[src/rtl/io_image_with_point_mirroring_core_defines.svh]
// assertion macros for the io image core
`ifndef IO_IMAGE_WITH_POINT_MIRRORING_CORE_DEFINES_SVH
`define IO_IMAGE_WITH_POINT_MIRRORING_CORE_DEFINES_SVH
`ifndef SYNTH
`define IPM_ASSERT_IMP(lbl, c, r, ante, cons) \
  lbl: assert property (@(posedge c) disable iff (!r) (ante) |-> (cons)) \
    else $error("ipm assertion failed");
`define IPM_ASSERT_NXT(lbl, c, r, ante, cons) \
  lbl: assert property (@(posedge c) disable iff (!r) (ante) |=> (cons)) \
    else $error("ipm assertion failed");
`else
`define IPM_ASSERT_IMP(lbl, c, r, ante, cons)
`define IPM_ASSERT_NXT(lbl, c, r, ante, cons)
`endif
`endif

[src/rtl/ipm_pkg.sv]
package ipm_pkg;

  localparam int BIT_AREA_DEPTH = 2048;
  localparam int WORD_AREA_DEPTH = 1024;
  localparam int RULE_SLOTS = 64;
  localparam int NUM_BIT_AREAS = 14;
  localparam int NUM_WORD_AREAS = 10;
  localparam int BIT_TOTAL = NUM_BIT_AREAS * BIT_AREA_DEPTH;
  localparam int WORD_TOTAL = NUM_WORD_AREAS * WORD_AREA_DEPTH;
  localparam int BA_W = $clog2(BIT_TOTAL);
  localparam int WA_W = $clog2(WORD_TOTAL);
  localparam int PA_W = (BA_W > WA_W) ? BA_W : WA_W;
  localparam int SLOT_W = (RULE_SLOTS > 1) ? $clog2(RULE_SLOTS) : 1;
  localparam int CLR_LEN = (BIT_TOTAL > WORD_TOTAL) ? BIT_TOTAL : WORD_TOTAL;
  localparam int CLR_W = $clog2(CLR_LEN);
  localparam int QDEPTH = 2;
  localparam logic [6:0] SW_MAX = 7'd127;

  localparam logic [2:0] MODE_READ = 3'd0;
  localparam logic [2:0] MODE_WRITE = 3'd1;
  localparam logic [2:0] MODE_LOAD = 3'd2;
  localparam logic [2:0] MODE_DISABLE = 3'd3;
  localparam logic [2:0] MODE_SWEEP = 3'd4;

  localparam logic [1:0] REG_COIL_COUNT = 2'd0;
  localparam logic [1:0] REG_DI_COUNT = 2'd1;
  localparam logic [1:0] REG_IR_COUNT = 2'd2;
  localparam logic [1:0] REG_HR_COUNT = 2'd3;

  typedef enum logic [2:0] {
    OP_READ, OP_WRITE, OP_LOAD, OP_DISABLE, OP_SWEEP, OP_NOP
  } op_t;

  typedef enum logic [3:0] {
    S_CLEAR, S_IDLE, S_EXEC, S_RD_WAIT, S_SW_SLOT, S_SW_RULE, S_SW_SRC,
    S_SW_DST, S_SW_CMP
  } back_state_t;

  typedef struct packed {
    logic [11:0] coil_count;
    logic [11:0] di_count;
    logic [10:0] ir_count;
    logic [10:0] hr_count;
  } cfg_t;

  typedef struct packed {
    logic            ok;
    logic            is_word;
    logic [PA_W-1:0] addr;
  } point_t;

  typedef struct packed {
    logic [4:0]  src_area;
    logic [15:0] src_index;
    logic [4:0]  dst_area;
    logic [15:0] dst_index;
  } rule_t;

  typedef struct packed {
    op_t               op;
    logic              ok;
    point_t            pt;
    logic [15:0]       value;
    logic [SLOT_W-1:0] slot;
    rule_t             rule;
  } entry_t;

  typedef struct packed {
    logic clearing;
  } back_status_t;

  function automatic point_t point_decode(logic [4:0] area, logic [15:0] idx, cfg_t c);
    logic [31:0] sz;
    logic [31:0] flat;
    point_t      p;
    if (area == 5'd0) begin
      sz = (32'(c.coil_count) < 32'(BIT_AREA_DEPTH)) ? 32'(c.coil_count) : 32'(BIT_AREA_DEPTH);
    end else if (area == 5'd1) begin
      sz = (32'(c.di_count) < 32'(BIT_AREA_DEPTH)) ? 32'(c.di_count) : 32'(BIT_AREA_DEPTH);
    end else if (32'(area) < 32'(NUM_BIT_AREAS)) begin
      sz = 32'(BIT_AREA_DEPTH);
    end else if (area == 5'd14) begin
      sz = (32'(c.ir_count) < 32'(WORD_AREA_DEPTH)) ? 32'(c.ir_count) : 32'(WORD_AREA_DEPTH);
    end else if (area == 5'd15) begin
      sz = (32'(c.hr_count) < 32'(WORD_AREA_DEPTH)) ? 32'(c.hr_count) : 32'(WORD_AREA_DEPTH);
    end else if (32'(area) < 32'(NUM_BIT_AREAS + NUM_WORD_AREAS)) begin
      sz = 32'(WORD_AREA_DEPTH);
    end else begin
      sz = 32'd0;
    end
    if (32'(area) < 32'(NUM_BIT_AREAS)) begin
      flat = 32'(area) * 32'(BIT_AREA_DEPTH) + 32'(idx);
      p.is_word = 1'b0;
    end else begin
      flat = (32'(area) - 32'(NUM_BIT_AREAS)) * 32'(WORD_AREA_DEPTH) + 32'(idx);
      p.is_word = 1'b1;
    end
    p.ok = (32'(idx) < sz);
    p.addr = flat[PA_W-1:0];
    return p;
  endfunction

endpackage

[src/rtl/ipm_queue.sv]
module ipm_queue (
  input  logic            clk,
  input  logic            rst_n,
  input  logic            push,
  input  ipm_pkg::entry_t push_data,
  output logic            full,
  input  logic            pop,
  output logic            valid,
  output ipm_pkg::entry_t data
);
  localparam int PW = (ipm_pkg::QDEPTH > 1) ? $clog2(ipm_pkg::QDEPTH) : 1;
  localparam int CW = $clog2(ipm_pkg::QDEPTH + 1);

  ipm_pkg::entry_t slots_r [ipm_pkg::QDEPTH];
  logic [PW-1:0] wp_r, wp_nxt, rp_r, rp_nxt;
  logic [CW-1:0] cnt_r, cnt_nxt;

  assign full = (cnt_r == CW'(ipm_pkg::QDEPTH));
  assign valid = (cnt_r != '0);
  assign data = slots_r[rp_r];

  always_comb begin
    wp_nxt = wp_r;
    rp_nxt = rp_r;
    cnt_nxt = cnt_r;
    if (push) begin
      wp_nxt = (wp_r == PW'(ipm_pkg::QDEPTH - 1)) ? '0 : wp_r + PW'(1);
    end
    if (pop) begin
      rp_nxt = (rp_r == PW'(ipm_pkg::QDEPTH - 1)) ? '0 : rp_r + PW'(1);
    end
    if (push && !pop) begin
      cnt_nxt = cnt_r + CW'(1);
    end else if (pop && !push) begin
      cnt_nxt = cnt_r - CW'(1);
    end
  end

  always_ff @(posedge clk) begin
    if (!rst_n) begin
      wp_r <= '0;
      rp_r <= '0;
      cnt_r <= '0;
    end else begin
      wp_r <= wp_nxt;
      rp_r <= rp_nxt;
      cnt_r <= cnt_nxt;
    end
    if (push) begin
      slots_r[wp_r] <= push_data;
    end
  end
endmodule

[config.mk]
export PLATFORM = sky130hd
export DESIGN_NAME = ipm_queue
export DESIGN_NICKNAME = d
export VERILOG_FILES = /design/src/rtl/io_image_with_point_mirroring_core_defines.svh /design/src/rtl/ipm_pkg.sv /design/src/rtl/ipm_queue.sv
export SDC_FILE = /design/constraint.sdc
export NUM_CORES = 1
export LEC_CHECK = 0
export BUFFER_PORTS_ARGS = -buffer_cell sky130_fd_sc_hd__buf_4
export CAP_MARGIN = 10
export CORE_ASPECT_RATIO = 1.75
export CORE_MARGIN = 2
export CORE_UTILIZATION = 32
export DETAILED_ROUTE_END_ITERATION = 12
export PLACE_DENSITY = 0.55
export SETUP_SLACK_MARGIN = 0.3
export SYNTH_ARGS = -nofsm -noshare
export SYNTH_HDL_FRONTEND = slang
export SYNTH_SLANG_ARGS = --single-unit
[constraint.sdc]
create_clock -name clk -period 5.9 [get_ports clk]
set_input_delay 1.18 -clock clk [delete_from_list [all_inputs] [get_ports clk]]
set_output_delay 1.18 -clock clk [all_outputs]
set_load 0.01 [all_outputs]
==> results_dict.tcl <==
set metrics [dict create \
    status "complete, no violations" \
    vias 3251 \
    synth_edf_count 170 \
    p_leak_nw 3.171 \
    fin_crit_sh 0.5967 \
    h-tree-depth 4 \
    utilization 0.4350 \
    drv_slew 0 \
    dpl.hpwl_mm 8.975 \
    gp_congestion 0.6980 \
    fmax_mhz 284.1 \
    yosysMostFrequentCell "edfxtp_1" \
    grt_pass1_wl_mm 19.90 \
    maxCapViolCount 0 \
    p_seq_frac 0.505 \
    hold_viol 0 \
    fin_nets 564 \
    reg2reg_slack_ns 3.94 \
    slowest_stage "dfxtp_4" \
    std_cell_rows 68 \
    synth_area_leader_cell "edfxtp_1" \
    fin_skew_ns 0.006392 \
    synth_nets 376 \
    crit_required_ns 4.72 \
    drive_gt1_frac 0.5031 \
    internal-power_mw 2.272 \
    clk_latency_ns 0.42 \
    cpPeakStageDelay_ns 0.67 \
    wire_per_inst_um 18.04 \
    ant_nets 0 \
    ioPinCount 176 \
    synth_warnings 0 \
    pwr-share-clk 0.389 \
    synthCells 286 \
    cts_setup_buffers 0 \
    syn2layout_area_growth_pct 34.43 \
    track_usage 0.1272 \
    grt-ovfl-total 0 \
    synth.avg_cell_area_um2 22.24 \
    fin_crit_ns 3.520 \
    io_buffers 175 \
    die_h_um 190.5 \
    grt_max_degree 53 \
    ys_seq_area_frac 0.8184 \
    synth_area_um2 6360 \
    r2r-start "wp_r" \
    ctsResizeCount 0 \
    cts_root_buf "clkbuf_16" \
    ir_drop_mv 0.2105 \
    min_path_type "reg -> reg" \
    endpoint_kind "primary output" \
    crit_type "reg -> out" \
    antenna_found_initial 1 \
    drc_errors 0 \
    p_sw_mw 0.6252 \
    async_reset_ff_frac 0 \
    synth_flop_cell "edfxtp_1" \
    firstDrtPassIters 4 \
    power_density_nw_per_um2 338.9 \
    reg2reg_to "slots_r[0][62]" \
    finalSetupTns_ns 0 \
    cts-buffers-inserted 17 \
    grt_pass1_vias 3586 \
    postCtsHoldBufs 0 \
    crit_chain "buf_4 -> mux2_1 -> buf_4" \
    synth_commonest_cells "edfxtp_1 (170), mux2_1 (50), mux2_2 (35), buf_6 (5), dfxtp_1 (5)" \
    initialDrtViolationCount 103 \
    synth.top_cell.area_share 0.8027 \
    synth_area_leaders "edfxtp_1 (80%), mux2_1 (8.9%), mux2_2 (6.2%), dfxtp_1 (1.6%), buf_6 (0.89%)" \
    swShare 0.2158 \
    combPwrFrac 0.107 \
    core_um2 19650 \
    dieArea_um2 21060 \
    reg2reg_depth 2 \
    cp_max_fo 48 \
    viasPerCell 4.435 \
    worst_pin_slew_ns 1.108 \
    worstSetupEndpoint "data[60]" \
    setup_viol 0 \
    clock_sinks 175 \
    rsz0062_at_grt "no" \
    clkTransAtPathRegs_ns 0.06 \
    wl_mm 13.22 \
    crit_arrival_ns 2.34 \
    start_util 0.3236 \
    ys_types 18 \
    timing.critical_path.mode_cell "buf_4" \
    fp.dieW_um 110.6 \
    cts_tree "built" \
    crit_path_start_kind "register" \
    ys_ff_latch 175 \
    slew_headroom 0.2596 \
    cts_buffer_depth 2 \
]
-- cells by family (layout without fill, tap and decap cells) --
| group | Yosys count | in the layout | share of synthesized area |
|---|---|---|---|
| flops | 175 | 175 | 0.8184 |
| mux | 85 | 85 | 0.1505 |
| buf+inv | 10 | 211 | 0.01298 |
| simple gates | 9 | 9 | 0.008854 |
| compound gates | 3 | 3 | 0.003148 |
| xor+xnor | 3 | 3 | 0.004132 |
| fa+ha+maj | 1 | 1 | 0.001967 |
| other cells | 0 | 1 | 0 |
-- cells in the final DEF, fill, tap and decap left out --
cell type and count:
clkinv_4 4, clkinv_1 2, clkinvlp_4 3, clkbuf_16 17, dfxtp_4 1, ha_1 1
or3_1 1, nor2b_4 1, nor2b_1 2, xnor2_1 1, inv_1 1, and2_1 3
mux2_2 35, o21a_1 1, mux2_1 50, buf_4 177, or2_2 1, dfxtp_1 4
xor2_1 2, inv_6 1, a21boi_1 1, bufinv_16 3, buf_12 1, o21ai_0 1
edfxtp_1 170, clkbuf_1 2, and2_4 1, diode_2 1
-- sequential cells by signal, indices dropped and copies added (netlist names), named ones only --
| name | count |
|---|---|
| cnt_r | 2 |
| rp_r | 1 |
| slots_r | 170 |
| wp_r | 1 |
-- per-stage QoR --
| stage | instance area [um^2] | setup slack [ns] | hold slack [ns] | total power [mW] | std cells |
|---|---|---|---|---|---|
| global placement | 7950 | 2.769 | 0.4787 | 1.798 | 700 |
| CTS | 8547 | 2.283 | 0.5175 | 2.944 | 732 |
| global route | 8547 | 2.189 | 0.5664 | 3.012 | 732 |
| floorplan | 6360 | 0.4378 | 0.4606 | 1.632 | 286 |
| finish | 8549 | 2.380 | 0.5159 | 2.897 | 733 |
| detailed placement | 7950 | 2.755 | 0.5066 | 1.808 | 700 |
-- how the worst min path moves through the flow --
stage,endpoint,start,slack [ns],cells past startpoint
2_1_floorplan,cnt_r[1],cnt_r[1],0.46,2
3_3_place_gp,cnt_r[1],cnt_r[1],0.48,2
3_5_place_dp,cnt_r[1],cnt_r[1],0.51,2
4_1_cts,cnt_r[1],cnt_r[1],0.52,2
5_1_grt,cnt_r[1],cnt_r[1],0.57,2
6_report,cnt_r[1],cnt_r[1],0.52,2
-- per-layer routing --
metal  part of all wire  vias up  global-route usage
met2               0.58      104              0.2362
met1               0.34     1621              0.1236
met3              0.054       22             0.04132
met4              0.032        0             0.06923
li1                   -     1504                   -
met5                  0        -                   0
-- power by group through the flow --
| stage | registers [mW] | clock network (mW) | logic (mW) |
|---|---|---|---|
| 2_1_floorplan | 1.48 | 0 | 0.153 |
| 3_3_place_gp | 1.49 | 0 | 0.311 |
| 3_5_place_dp | 1.49 | 0 | 0.318 |
| 4_1_cts | 1.46 | 1.16 | 0.319 |
| 5_1_grt | 1.47 | 1.21 | 0.335 |
| 6_report | 1.46 | 1.13 | 0.310 |
-- critical path: cells and delay by family, from the launching register on --
family / cells / cell delay [ns]
flops: 1 / 0.67
buf+inv: 2 / 0.79
mux: 1 / 0.42
-- area by class of cell --
cell class	instances	area, um^2
flip-flops and latches	175	5209
repair buffers	178	1349
clock inverters	13	163.9
inverters	1	3.754
clock buffers	19	432.9
diodes	1	2.502
well taps	245	306.5
fillers	1730	11100
multi-input cells	101	1082
Note: power is estimated with default switching activity, not from simulation.
