===== src/rtl/io_image_with_point_mirroring_core_defines.svh =====
// assertion macros for the io image core
`ifndef IO_IMAGE_WITH_POINT_MIRRORING_CORE_DEFINES_SVH
`define IO_IMAGE_WITH_POINT_MIRRORING_CORE_DEFINES_SVH
`ifndef SYNTH
`define IPM_ASSERT_IMP(lbl, c, r, ante, cons) \
  lbl: assert property (@(posedge c) disable iff (!r) (ante) |-> (cons)) \
    else $error("ipm assertion failed");
`define IPM_ASSERT_NXT(lbl, c, r, ante, cons) \
  lbl: assert property (@(posedge c) disable iff (!r) (ante) |=> (cons)) \
    else $error("ipm assertion failed");
`else
`define IPM_ASSERT_IMP(lbl, c, r, ante, cons)
`define IPM_ASSERT_NXT(lbl, c, r, ante, cons)
`endif
`endif


===== src/rtl/ipm_pkg.sv =====
package ipm_pkg;

  localparam int BIT_AREA_DEPTH = 2048;
  localparam int WORD_AREA_DEPTH = 1024;
  localparam int RULE_SLOTS = 64;
  localparam int NUM_BIT_AREAS = 14;
  localparam int NUM_WORD_AREAS = 10;
  localparam int BIT_TOTAL = NUM_BIT_AREAS * BIT_AREA_DEPTH;
  localparam int WORD_TOTAL = NUM_WORD_AREAS * WORD_AREA_DEPTH;
  localparam int BA_W = $clog2(BIT_TOTAL);
  localparam int WA_W = $clog2(WORD_TOTAL);
  localparam int PA_W = (BA_W > WA_W) ? BA_W : WA_W;
  localparam int SLOT_W = (RULE_SLOTS > 1) ? $clog2(RULE_SLOTS) : 1;
  localparam int CLR_LEN = (BIT_TOTAL > WORD_TOTAL) ? BIT_TOTAL : WORD_TOTAL;
  localparam int CLR_W = $clog2(CLR_LEN);
  localparam int QDEPTH = 2;
  localparam logic [6:0] SW_MAX = 7'd127;

  localparam logic [2:0] MODE_READ = 3'd0;
  localparam logic [2:0] MODE_WRITE = 3'd1;
  localparam logic [2:0] MODE_LOAD = 3'd2;
  localparam logic [2:0] MODE_DISABLE = 3'd3;
  localparam logic [2:0] MODE_SWEEP = 3'd4;

  localparam logic [1:0] REG_COIL_COUNT = 2'd0;
  localparam logic [1:0] REG_DI_COUNT = 2'd1;
  localparam logic [1:0] REG_IR_COUNT = 2'd2;
  localparam logic [1:0] REG_HR_COUNT = 2'd3;

  typedef enum logic [2:0] {
    OP_READ, OP_WRITE, OP_LOAD, OP_DISABLE, OP_SWEEP, OP_NOP
  } op_t;

  typedef enum logic [3:0] {
    S_CLEAR, S_IDLE, S_EXEC, S_RD_WAIT, S_SW_SLOT, S_SW_RULE, S_SW_SRC,
    S_SW_DST, S_SW_CMP
  } back_state_t;

  typedef struct packed {
    logic [11:0] coil_count;
    logic [11:0] di_count;
    logic [10:0] ir_count;
    logic [10:0] hr_count;
  } cfg_t;

  typedef struct packed {
    logic            ok;
    logic            is_word;
    logic [PA_W-1:0] addr;
  } point_t;

  typedef struct packed {
    logic [4:0]  src_area;
    logic [15:0] src_index;
    logic [4:0]  dst_area;
    logic [15:0] dst_index;
  } rule_t;

  typedef struct packed {
    op_t               op;
    logic              ok;
    point_t            pt;
    logic [15:0]       value;
    logic [SLOT_W-1:0] slot;
    rule_t             rule;
  } entry_t;

  typedef struct packed {
    logic clearing;
  } back_status_t;

  function automatic point_t point_decode(logic [4:0] area, logic [15:0] idx, cfg_t c);
    logic [31:0] sz;
    logic [31:0] flat;
    point_t      p;
    if (area == 5'd0) begin
      sz = (32'(c.coil_count) < 32'(BIT_AREA_DEPTH)) ? 32'(c.coil_count) : 32'(BIT_AREA_DEPTH);
    end else if (area == 5'd1) begin
      sz = (32'(c.di_count) < 32'(BIT_AREA_DEPTH)) ? 32'(c.di_count) : 32'(BIT_AREA_DEPTH);
    end else if (32'(area) < 32'(NUM_BIT_AREAS)) begin
      sz = 32'(BIT_AREA_DEPTH);
    end else if (area == 5'd14) begin
      sz = (32'(c.ir_count) < 32'(WORD_AREA_DEPTH)) ? 32'(c.ir_count) : 32'(WORD_AREA_DEPTH);
    end else if (area == 5'd15) begin
      sz = (32'(c.hr_count) < 32'(WORD_AREA_DEPTH)) ? 32'(c.hr_count) : 32'(WORD_AREA_DEPTH);
    end else if (32'(area) < 32'(NUM_BIT_AREAS + NUM_WORD_AREAS)) begin
      sz = 32'(WORD_AREA_DEPTH);
    end else begin
      sz = 32'd0;
    end
    if (32'(area) < 32'(NUM_BIT_AREAS)) begin
      flat = 32'(area) * 32'(BIT_AREA_DEPTH) + 32'(idx);
      p.is_word = 1'b0;
    end else begin
      flat = (32'(area) - 32'(NUM_BIT_AREAS)) * 32'(WORD_AREA_DEPTH) + 32'(idx);
      p.is_word = 1'b1;
    end
    p.ok = (32'(idx) < sz);
    p.addr = flat[PA_W-1:0];
    return p;
  endfunction

endpackage


===== src/rtl/ipm_if.sv =====
interface ipm_in_if;
  logic        valid;
  logic        ready;
  logic [2:0]  mode;
  logic [4:0]  area;
  logic [15:0] index;
  logic [15:0] value;
  logic [5:0]  rule_slot;
  logic [4:0]  dst_area;
  logic [15:0] dst_index;
  modport source (output valid, mode, area, index, value, rule_slot, dst_area, dst_index,
                  input ready);
  modport sink (input valid, mode, area, index, value, rule_slot, dst_area, dst_index,
                output ready);
endinterface



===== src/rtl/ipm_front.sv =====
module ipm_front (
  input  logic                   clk,
  input  logic                   rst_n,
  ipm_in_if.sink                 in_ch,
  input  logic                   cfg_we,
  input  logic [1:0]             cfg_index,
  input  logic [11:0]            cfg_wdata,
  input  ipm_pkg::back_status_t  bstat,
  input  logic                   q_full,
  output logic                   q_push,
  output ipm_pkg::entry_t        q_data,
  output ipm_pkg::cfg_t          cfg
);
  ipm_pkg::cfg_t cfg_r, cfg_nxt;
  ipm_pkg::entry_t e;
  logic slot_ok;

  assign cfg = cfg_r;
  assign in_ch.ready = !bstat.clearing && !q_full;
  assign q_push = in_ch.valid && in_ch.ready;
  assign q_data = e;
  assign slot_ok = (32'(in_ch.rule_slot) < 32'(ipm_pkg::RULE_SLOTS));

  always_comb begin
    cfg_nxt = cfg_r;
    if (cfg_we) begin
      case (cfg_index)
        ipm_pkg::REG_COIL_COUNT: cfg_nxt.coil_count = cfg_wdata;
        ipm_pkg::REG_DI_COUNT:   cfg_nxt.di_count = cfg_wdata;
        ipm_pkg::REG_IR_COUNT:   cfg_nxt.ir_count = cfg_wdata[10:0];
        ipm_pkg::REG_HR_COUNT:   cfg_nxt.hr_count = cfg_wdata[10:0];
        default: cfg_nxt = cfg_r;
      endcase
    end
  end

  always_comb begin
    e.pt = ipm_pkg::point_decode(in_ch.area, in_ch.index, cfg_r);
    e.value = in_ch.value;
    e.slot = ipm_pkg::SLOT_W'(in_ch.rule_slot);
    e.rule = {in_ch.area, in_ch.index, in_ch.dst_area, in_ch.dst_index};
    case (in_ch.mode)
      ipm_pkg::MODE_READ: begin
        e.op = ipm_pkg::OP_READ;
        e.ok = e.pt.ok;
      end
      ipm_pkg::MODE_WRITE: begin
        e.op = ipm_pkg::OP_WRITE;
        e.ok = e.pt.ok;
      end
      ipm_pkg::MODE_LOAD: begin
        e.op = ipm_pkg::OP_LOAD;
        e.ok = slot_ok;
      end
      ipm_pkg::MODE_DISABLE: begin
        e.op = ipm_pkg::OP_DISABLE;
        e.ok = slot_ok;
      end
      ipm_pkg::MODE_SWEEP: begin
        e.op = ipm_pkg::OP_SWEEP;
        e.ok = 1'b1;
      end
      default: begin
        e.op = ipm_pkg::OP_NOP;
        e.ok = 1'b1;
      end
    endcase
  end

  always_ff @(posedge clk) begin
    if (!rst_n) begin
      cfg_r.coil_count <= 12'd2048;
      cfg_r.di_count <= 12'd2048;
      cfg_r.ir_count <= 11'd1024;
      cfg_r.hr_count <= 11'd1024;
    end else begin
      cfg_r <= cfg_nxt;
    end
  end
endmodule


===== src/flat_wrapper.sv =====
// flat-port wrapper written by rule: the top's interface ports become plain ports
module ipm_front_flat 
  (clk, rst_n, cfg_we, cfg_index, cfg_wdata, bstat, q_full, q_push, q_data, cfg, in_ch_valid, in_ch_mode, in_ch_area, in_ch_index, in_ch_value, in_ch_rule_slot, in_ch_dst_area, in_ch_dst_index, in_ch_ready);
  ipm_in_if in_ch_i ();
  input  logic clk;
  input  logic rst_n;
  input  logic cfg_we;
  input  logic [1:0] cfg_index;
  input  logic [11:0] cfg_wdata;
  input  ipm_pkg::back_status_t bstat;
  input  logic q_full;
  output logic q_push;
  output ipm_pkg::entry_t q_data;
  output ipm_pkg::cfg_t cfg;
  input wire logic [$bits(in_ch_i.valid)-1:0] in_ch_valid;
  input wire logic [$bits(in_ch_i.mode)-1:0] in_ch_mode;
  input wire logic [$bits(in_ch_i.area)-1:0] in_ch_area;
  input wire logic [$bits(in_ch_i.index)-1:0] in_ch_index;
  input wire logic [$bits(in_ch_i.value)-1:0] in_ch_value;
  input wire logic [$bits(in_ch_i.rule_slot)-1:0] in_ch_rule_slot;
  input wire logic [$bits(in_ch_i.dst_area)-1:0] in_ch_dst_area;
  input wire logic [$bits(in_ch_i.dst_index)-1:0] in_ch_dst_index;
  output wire logic [$bits(in_ch_i.ready)-1:0] in_ch_ready;
  assign in_ch_i.valid = in_ch_valid;
  assign in_ch_i.mode = in_ch_mode;
  assign in_ch_i.area = in_ch_area;
  assign in_ch_i.index = in_ch_index;
  assign in_ch_i.value = in_ch_value;
  assign in_ch_i.rule_slot = in_ch_rule_slot;
  assign in_ch_i.dst_area = in_ch_dst_area;
  assign in_ch_i.dst_index = in_ch_dst_index;
  assign in_ch_ready = in_ch_i.ready;
  ipm_front u_core (.clk(clk), .rst_n(rst_n), .in_ch(in_ch_i), .cfg_we(cfg_we), .cfg_index(cfg_index), .cfg_wdata(cfg_wdata), .bstat(bstat), .q_full(q_full), .q_push(q_push), .q_data(q_data), .cfg(cfg));
endmodule

===== config.mk =====
export PLATFORM = sky130hd
export DESIGN_NAME = ipm_front_flat
export DESIGN_NICKNAME = d
export VERILOG_FILES = /design/src/rtl/io_image_with_point_mirroring_core_defines.svh /design/src/rtl/ipm_pkg.sv /design/src/rtl/ipm_if.sv /design/src/rtl/ipm_front.sv /design/src/flat_wrapper.sv
export SDC_FILE = /design/constraint.sdc
export NUM_CORES = 1
export LEC_CHECK = 0
export ABC_AREA = 1
export BUFFER_PORTS_ARGS = -buffer_cell sky130_fd_sc_hd__buf_2
export CORE_UTILIZATION = 46
export DETAILED_ROUTE_END_ITERATION = 6
export PLACE_DENSITY_LB_ADDON = 0.08
export SYNTH_ARGS = -nofsm -noshare
export SYNTH_HDL_FRONTEND = slang
export SYNTH_SLANG_ARGS = --single-unit
export TNS_END_PERCENT = 50

===== constraint.sdc =====
create_clock -name clk -period 4.3 [get_ports clk]
set_input_delay 0.43 -clock clk [delete_from_list [all_inputs] [get_ports clk]]
set_output_delay 0.43 -clock clk [all_outputs]
set_load 0.03 [all_outputs]

==> reports/qor.yml, run 1 <==
status:
  status: "finished clean"
route:
  vias: 3192
  drc: 0
  wl_per_cell_um: 14.3
  ant_nets: 0
  vias_per_cell: 5.06
  drtIter0Drc: 104
  finalWirelength_um: 9020
  drt_pre_antenna_iters: 4
setup_path:
  crit_slowest_cell: "nor2_1"
  crit_buf_inv: 3
  cpPeakStageDelay_ps: 610
  arrival_ps: 2950
  crit_path_start_kind: "input pin"
  worst-path-max-fanout: 12
  cp_top_family: "simple AND/OR/NAND/NOR gates"
  crit_required_ps: 3870
  critical_path.cell_chain: "buf_2 -> inv_1 -> nor2_2 -> nand3_1 -> nor2_1 -> a21oi_1 -> o21ai_1 -> nand2_1 -> ha_1 -> nand2_1 -> nor2_1 -> a211oi_1 -> nand2_1 -> nand2_1 -> nand2_1 -> nand2_1 -> buf_2"
  crit_top_cell: "nand2_1"
  worstSetupPathType: "in2out"
  end_kind: "output port"
clock_network:
  root_buffer: "clkbuf_8"
  htreeDepth: 2
  cts_buffers: 5
  cts.sinks: 46
  post-cts-setup-buffer-count: 0
  clock_path_buffers: 2
  cts_tree: "done"
  holdBufCountCts: 0
  cts_resized: 0
  clkTransAtPathRegs_ps: 90
  clkLatencyLatePin_ps: 300
synth:
  synth-edff-count: 0
  synth_cell_type_count: 32
  yosys.area.top_type: "dfxtp_1"
  synth-main-ff-cell: "dfxtp_1"
  synth_most_common_cell: "nand2_1"
  synth.ff_latch_count: 46
  synthesis.area_um2: 3320
  ys_warn_count: 0
  yosys-top-cells-area: "dfxtp_1 28%, buf_4 17%, nand2_1 9.0%, nor2_1 8.6%, o21ai_0 7.5%"
  synthDominantCellAreaShare_pct: 27.8
  async_reset_ff_share_pct: 0
  synth_area_per_cell_um2: 6.77
  seq_area_frac_synth_pct: 27.8
  synthTopCellsByCount: "80 x nand2_1, 76 x nor2_1, 74 x buf_4"
  synth_fp_nets: 598
  syn_inst: 490
sta:
  max_slew_margin_pct: 45.7
  grt_setup_unrepaired: "no"
  period_share_pct: 78.5
  fmax_mhz: 296
  finalSetupViolations: 0
  period_needed_ps: 3380
  maxSlewViolCount: 0
  tightest_slew_ps: 811
  finClkSkew_ps: 0
  finalHoldViolCount: 0
  setup_tns_ps: 0
pwr:
  power_density_nw_per_um2: 312
  power.total_w: 0.00111
  power_leakage_nw: 1.80
  ir_drop_mv: 0.149
finish:
  layout-drive-gt1-share_pct: 28.4
  nFillCells: 766
  largest_reg_flops: 46
  post-route-cell-area_um2: 3580
  area_growth_pct: 7.77
  final_nets: 643
  antenna_cells: 0
  fin_cells: 631
floorplanning:
  num_rows: 30
  dieArea_um2: 7560
  ioPinCount: 220
  die_w_um: 86.9
  die_h_um: 86.9
  coreArea_um2: 6870
  start_util_pct: 48.3
global_routing:
  grt_pass1_vias: 2892
  grt_antenna_before_repair: 0
  grt_pass1_wl_um: 13900
  overflow: 0
  gr-usage-all-layers_pct: 24.2
  grt_max_degree: 47
flow_run:
  drv_cap: 0
placed_design:
  dp.cells: 624
  io_buffers: 133
  gp_congestion: 0.850
  place_area_um2: 3460
  hpwl_um: 7180
min_path:
  hold_path_class: "in2reg"
-- layout by cell type, fill, tap and decap left out --
cell       Yosys  final
buf_2          5    133
nand2_1       80     80
nor2_1        76     76
o21ai_0       50     50
dfxtp_1       46     46
a21oi_1       35     35
inv_1         29     29
ha_1          19     19
o21ai_1       17     17
nand3_1       12     12
clkbuf_8       0      6
xnor2_1        5      5
nand2_2        3      3
o211ai_1       3      3
nor2_2         2      2
a211oi_1       2      2
fa_1           2      2
inv_2          1      1
nand2_4        1      1
a21o_1         1      1
nor2_4         1      1
nand3_2        1      1
clkinv_2       1      1
a31oi_1        1      1
a21oi_2        1      1
nor4_1         1      1
nor3_1         1      1
or2_2          1      1
nor3b_1        1      1
xor2_1         1      1
clkinv_1       1      1
bufinv_16      0      1
-- routing by layer --
metal	global-route usage [%]	vias up	part of all wire [%]
met2	43.6	129	50
li1	-	1601	-
met5	0	-	0
met3	4.36	27	6.0
met1	27.8	1435	40
met4	10.6	0	3.4
-- logic make-up after synthesis --
family                     share of synthesized area (%)
and+or+nand+nor                                     22.1
buffers and inverters                               23.0
AOI/OAI and AO/OA                                   17.2
DFF                                                 27.8
adders and majority gates                           8.37
xor gates and xnor gates                            1.58
-- where the power goes --
part	switching, W	internal, W
logic	0.000223	0.0000963
registers	0.0000160	0.000448
clock network	0.000145	0.000186
-- cell type report --
cell class,instances,area (um^2),share of cell area [%]
clock buffer,6,82.6,2.31
sequential,46,921,25.8
clock inverter,1,30.0,0.840
inverter,32,121,3.39
multi-input combinational,317,1640,45.7
timing repair buffer,133,666,18.6
tap,96,120,3.36
-- final timing paths --
check	cells past startpoint	from	to	slack, ps
worst max-delay path	17	in_ch_area[0]	q_data[81]	920
worst min-delay path	3	cfg_wdata[11]	u_core.cfg[33]	380
worst max register to register	2	u_core.cfg[45]	u_core.cfg[45]	3400
worst min register to register	2	u_core.cfg[0]	u_core.cfg[0]	470
-- worst min-delay path: cells and delay by family --
kind | cells | cell delay, ps
buf+inv | 1 | 100
simple gates | 2 | 130
-- per-stage QoR --
stage / hold WS [ps] / util [%] / setup slack, ps
after floorplan: 557 / - / 1390
after global placement: 458 / 50.4 / 992
after detailed placement: 468 / 50.4 / 950
after CTS: 375 / 52.1 / 938
after global routing: 386 / 52.1 / 506
final: 381 / 52.1 / 924
Note: power is estimated with default switching activity, not from simulation.
==> inputs of run 2 (changes only) <==
- ABC_AREA: 1 -> 0
- CORE_UTILIZATION: 46 -> 43
- clock period: 4.3 -> 3.2 ns (I/O delays scaled with it)
==> run 2 against run 1 <==
  * Utilization decreased by 0.55 points
  * Total power grew 27%
  * Largest power group unchanged
  * Clock power rose by 20%
  * Critical path type unchanged
  * Sequential power increased by 33%
  * Via count shrank 8.1%
  * Highest routed layer unchanged
  * Critical path depth decreased by 5
==> reports/qor.yml, run 2 <==
status:
  status: "finished clean"
finish:
  area_growth_pct: 15.1
  largest_reg_flops: 46
  layout-drive-gt1-share_pct: 39.2
  layout_common_cells: "131 x buf_2, 99 x nand2_1, 44 x dfxtp_1"
  final_nets: 579
  nFillCells: 753
  final_common_cell: "buf_2"
  antenna_cells: 0
synth:
  synthesis.area_um2: 3260
  ys_warn_count: 0
  synth-edff-count: 0
  async_reset_ff_share_pct: 0
  synth_cell_type_count: 48
  yosys-top-cells-area: "dfxtp_1 28%, buf_4 17%, nand2_1 11%, a21boi_0 9.7%, ha_1 7.3%"
  synth_area_per_cell_um2: 8.14
  synth_fp_nets: 509
  synthDominantCellAreaShare_pct: 28.2
  synth-main-ff-cell: "dfxtp_1"
  synthTopCellsByCount: "100 x nand2_1, 75 x buf_4, 46 x dfxtp_1"
  synth.ff_latch_count: 46
  seq_area_frac_synth_pct: 28.2
  synth_most_common_cell: "nand2_1"
  syn_inst: 401
  yosys.area.top_type: "dfxtp_1"
placed_design:
  hpwl_um: 7620
  io_buffers: 133
  gp_congestion: 0.852
setup_path:
  cp_top_family: "simple AND/OR/NAND/NOR gates"
  crit_slowest_cell: "or4_4"
  end_kind: "output port"
  worst-path-max-fanout: 5
  worstSetupPathType: "in2out"
  crit_buf_inv: 3
  cpPeakStageDelay_ps: 570
  critical_path.cell_chain: "buf_6 -> or4_4 -> nor3b_4 -> buf_6 -> a222oi_1 -> ha_1 -> a211oi_2 -> o211ai_1 -> nor4b_4 -> o31ai_2 -> o211ai_1 -> buf_4"
  crit_required_ps: 2880
  crit_path_start_kind: "input pin"
  arrival_ps: 2780
clock_network:
  clock_path_buffers: 2
  holdBufCountCts: 0
  clkLatencyLatePin_ps: 290
  htreeDepth: 2
  cts_buffers: 5
  clkTransAtPathRegs_ps: 90
  cts.sinks: 46
  root_buffer: "clkbuf_8"
  cts_tree: "done"
pwr:
  power_density_nw_per_um2: 376
  ir_drop_mv: 0.293
  power_leakage_nw: 1.73
  power.total_w: 0.00141
route:
  drtIter0Drc: 151
  met2_length_um: 4770
  vias_per_cell: 5.14
  wl_met1_um: 4290
  top_layer: "met4"
  drc: 0
  ant_nets: 0
  met3_length_um: 500
  vias: 2933
  finalWirelength_um: 9820
  drt_pre_antenna_iters: 5
  wl_per_cell_um: 17.2
sta:
  maxSlewViolCount: 0
  fmax_mhz: 323
  tightest_slew_ps: 782
  setup_tns_ps: 0
  finalSetupViolations: 0
  max_slew_margin_pct: 47.7
  finClkSkew_ps: 0
  finalHoldViolCount: 0
  period_share_pct: 96.9
  grt_setup_unrepaired: "yes"
  period_needed_ps: 3100
min_path:
  hold_path_class: "in2reg"
global_routing:
  grt_antenna_before_repair: 0
  gr-usage-all-layers_pct: 24.4
  grt_pass1_wl_um: 14300
  overflow: 0
  grt_pass1_vias: 2665
  grt_max_degree: 47
flow_run:
  drv_cap: 0
floorplanning:
  coreArea_um2: 7290
  dieArea_um2: 7940
  die_w_um: 89.1
  die_h_um: 89.1
  start_util_pct: 44.8
  ioPinCount: 220
  num_rows: 31
==> run 2: cell types whose count changed in the layout (fill, tap and decap cells not counted), sizes merged, moves of 4 or more <==
cell	delta
nor2	-71
buf	+24
a21oi	-27
a21boi	+42
nand2	+16
a222oi	+9
a22o	+9
nand3	-7
inv	-25
o21ai	-64
a21o	+4
==> run 2: kinds of logic after synthesis <==
logic type / count (synthesis) / share of synthesized area [%]
mux: 1 / 0.345
buf+inv: 99 / 20.5
xor+xnor: 9 / 2.41
compound gates: 86 / 20.3
simple gates: 139 / 19.7
fa+ha+maj: 21 / 8.51
flops: 46 / 28.2
==> run 2: routing by layer <==
layer	vias to the layer above	GRT usage, %
li1	1436	-
met1	1365	31.8
met2	109	40.5
met3	23	3.88
met4	0	9.24
met5	-	0
==> run 2: cell type report <==
class,count,area [um^2],area share (%)
tap,99,124,3.30
multi-input combinational,256,1720,45.9
timing repair buffer,157,862,23.0
inverter,5,18.8,0.500
sequential,46,923,24.6
clock inverter,1,8.76,0.233
clock buffer,7,96.3,2.56
==> run 2: what timing repair did <==
| action | 4_1_cts | 5_1_grt |
|---|---|---|
| gates cloned | 1 | 1 |
| buffers inserted | 0 | 2 |
| gates resized for setup | 10 | 11 |
| pin swaps | 6 | 5 |
| setup endpoints to repair | 2 | 2 |
==> run 2: final timing paths <==
check	startpoint	end	slack, ps	depth (start not counted)
min reg2reg	u_core.cfg[5]	u_core.cfg[5]	500	2
max reg2reg	u_core.cfg[33]	u_core.cfg[33]	2440	2
max	in_ch_area[4]	q_data[81]	100	12
min	cfg_wdata[11]	u_core.cfg[45]	270	3
==> run 2: stage by stage <==
step                util (%)  area [um^2]  worst slack [ps]  hold slack, ps  instances
finish                  51.5         3760              99.7             275        571
detailed placement      48.7         3550             -53.4             488        559
global route            51.5         3760             -57.3             268        571
CTS                     50.7         3700              31.1             257        568
floorplan                  -         3260             -85.9             444        401
global placement        48.7         3550             -4.85             475        559
==> run 2: tightest hold or removal path: cells and delay by family <==
kind	cells	cell delay [ps]
and+or+nand+nor	2	120
buffers and inverters	1	100
==> run 2: power breakdown <==
group	switching, W	leakage [nW]	total [W]	internal, W
sequential	0.0000226	0.373	0.000615	0.000592
clock	0.000200	0.0544	0.000398	0.000198
combinational	0.000260	1.31	0.000400	0.000140
==> inputs of run 3 (changes only) <==
==> constraint.sdc (replaced) <==
create_clock -name clk -period 3.2 [get_ports clk]
set_input_delay 0.64 -clock clk [delete_from_list [all_inputs] [get_ports clk]]
set_output_delay 0.64 -clock clk [all_outputs]
set_load 0.03 [all_outputs]
==> run 3 against run 2 <==
  * The run now ends with negative setup slack left
  * Sequential cell count is the same
  * Design area rose by 0.63%
  * Setup slack lost 760 ps
  * Maximum frequency down 20%
  * Clock skew did not move
  * Routed wire length down 6.3%
  * Die area unchanged
  * Via count shrank 0.72%
  * Critical endpoint unchanged
==> reports/qor.yml, run 3 (synthesis gave the netlist of run 2 again) <==
status:
  status: "complete, but fails checks"
  violations: "negative setup slack"
clock_network:
  cts_tree: "done"
  holdBufCountCts: 0
  clkLatencyLatePin_ps: 290
  clock_path_buffers: 2
  cts.sinks: 46
  clkTransAtPathRegs_ps: 90
  root_buffer: "clkbuf_8"
  htreeDepth: 2
  cts_buffers: 5
setup_path:
  worst-path-max-fanout: 6
  cp-startpoint: "in_ch_area[4]"
  critical_path.cell_chain: "buf_6 -> or4_4 -> nor3b_4 -> buf_6 -> a222oi_1 -> ha_1 -> a211oi_2 -> o211ai_1 -> nor4b_2 -> o31ai_2 -> o211ai_1 -> buf_4"
  r2r_end: "u_core.cfg[10]"
  cpPeakStageDelay_ps: 570
  worstSetupPathType: "in2out"
  crit_required_ps: 2560
  crit_path_start_kind: "input pin"
  rrSetupSlack_ps: 2430
  end_kind: "output port"
  crit_end: "q_data[81]"
  arrival_ps: 3220
  crit_slowest_cell: "or4_4"
  r2r-start: "u_core.cfg[10]"
  worstRegToRegCells: 3
global_routing:
  grt_pass1_wl_um: 13700
  grt_pass1_vias: 2644
  overflow: 0
  grt_antenna_before_repair: 0
  grt_max_degree: 47
  gr-usage-all-layers_pct: 22.7
sta:
  finalHoldViolCount: 0
  tightest_slew_ps: 785
  fmax_mhz: 259
  fin_hold_ws_ps: 492
  finalSetupViolations: 2
  maxSlewViolCount: 0
  finClkSkew_ps: 0
  period_share_pct: 121
  grt_setup_unrepaired: "yes"
  final.setup.worst_slack_ps: -659
  period_needed_ps: 3860
  max_slew_margin_pct: 47.5
pwr:
  power_leakage_nw: 1.73
  ir_drop_mv: 0.266
  power.total_w: 0.00144
  power_density_nw_per_um2: 382
placed_design:
  gp_congestion: 0.818
  hpwl_um: 7360
  place_ws_ps: -731
  io_buffers: 133
route:
  drc: 0
  drt_pre_antenna_iters: 4
  wl_per_cell_um: 16.1
  ant_nets: 0
  finalWirelength_um: 9200
  vias: 2912
  drtIter0Drc: 150
  vias_per_cell: 5.08
finish:
  regArea_um2: 921
  multi_input_area_um2: 1720
  nFillCells: 741
  final_nets: 581
  layout-drive-gt1-share_pct: 38.8
  layout_common_cells: "129 x buf_2, 99 x nand2_1, 46 x dfxtp_1"
  final_common_cell: "buf_2"
  antenna_cells: 0
  largest_reg_flops: 46
  area_growth_pct: 15.8
min_path:
  hp-start: "u_core.cfg[34]"
  hold_path_class: "reg2reg"
  hold_depth: 2
floorplanning:
  die_w_um: 89.1
  coreArea_um2: 7290
  dieArea_um2: 7940
  num_rows: 31
  start_util_pct: 44.8
  die_h_um: 89.1
  ioPinCount: 220
flow_run:
  drv_cap: 0
==> run 3: cell types whose count changed in the layout (fill, tap and decap cells not counted), sizes merged <==
cell,before,now
clkbuf,7,6
clkinv,1,0
bufinv,0,1
clkdlybuf4s15,0,1
buf,157,158
clkinvlp,0,1
==> run 3: worst min path at each step <==
| stage | to | slack (ps) |
|---|---|---|
| 4_1_cts | u_core.cfg[34] | 490 |
| 6_report | u_core.cfg[34] | 490 |
| 2_1_floorplan | u_core.cfg[34] | 590 |
| 3_5_place_dp | u_core.cfg[34] | 480 |
| 5_1_grt | u_core.cfg[11] | 530 |
| 3_3_place_gp | u_core.cfg[34] | 480 |
==> run 3: layer usage <==
layer | vias up | GRT usage, % | share of wire, %
li1 | 1443 | - | -
met1 | 1332 | 31.7 | 46
met2 | 115 | 35.5 | 46
met3 | 22 | 3.88 | 5.5
met4 | 0 | 7.36 | 2.1
met5 | - | 0 | 0
==> run 3: report_power, final <==
part	switching (W)	total [W]	internal, W
sequential	0.0000213	0.000613	0.000592
clock	0.000200	0.000433	0.000233
combinational	0.000257	0.000399	0.000142
==> run 3: area by class of cell <==
type                            count  share of cell area (%)
Sequential cell                    46                    24.4
Multi-Input combinational cell    256                    45.4
Tap cell                           99                    3.28
Clock inverter                      2                   0.993
Inverter                            5                   0.497
Timing Repair Buffer              159                    23.5
Clock buffer                        6                    1.92
==> run 3: worst max-delay path, delay by kind of cell <==
kind | cells | cell delay (ps)
buf+inv | 3 | 430
fa+ha+maj | 1 | 350
simple gates | 3 | 1130
compound gates | 5 | 670
==> run 3: through the flow <==
stage	setup TNS (ps)	cells	instance area (um^2)	utilization, %
after detailed placement	-1400	564	3610	49.5
after floorplan	-992	401	3290	-
after global routing	-1580	573	3780	51.8
after global placement	-1290	564	3610	49.5
after CTS	-1240	573	3760	51.6
final	-1250	573	3780	51.8
==> run 3: what timing repair did <==
action	in CTS	in global routing
gates cloned	1	0
setup buffers	0	0
resized for setup	8	5
pin swaps	4	4
setup endpoints to repair	2	2
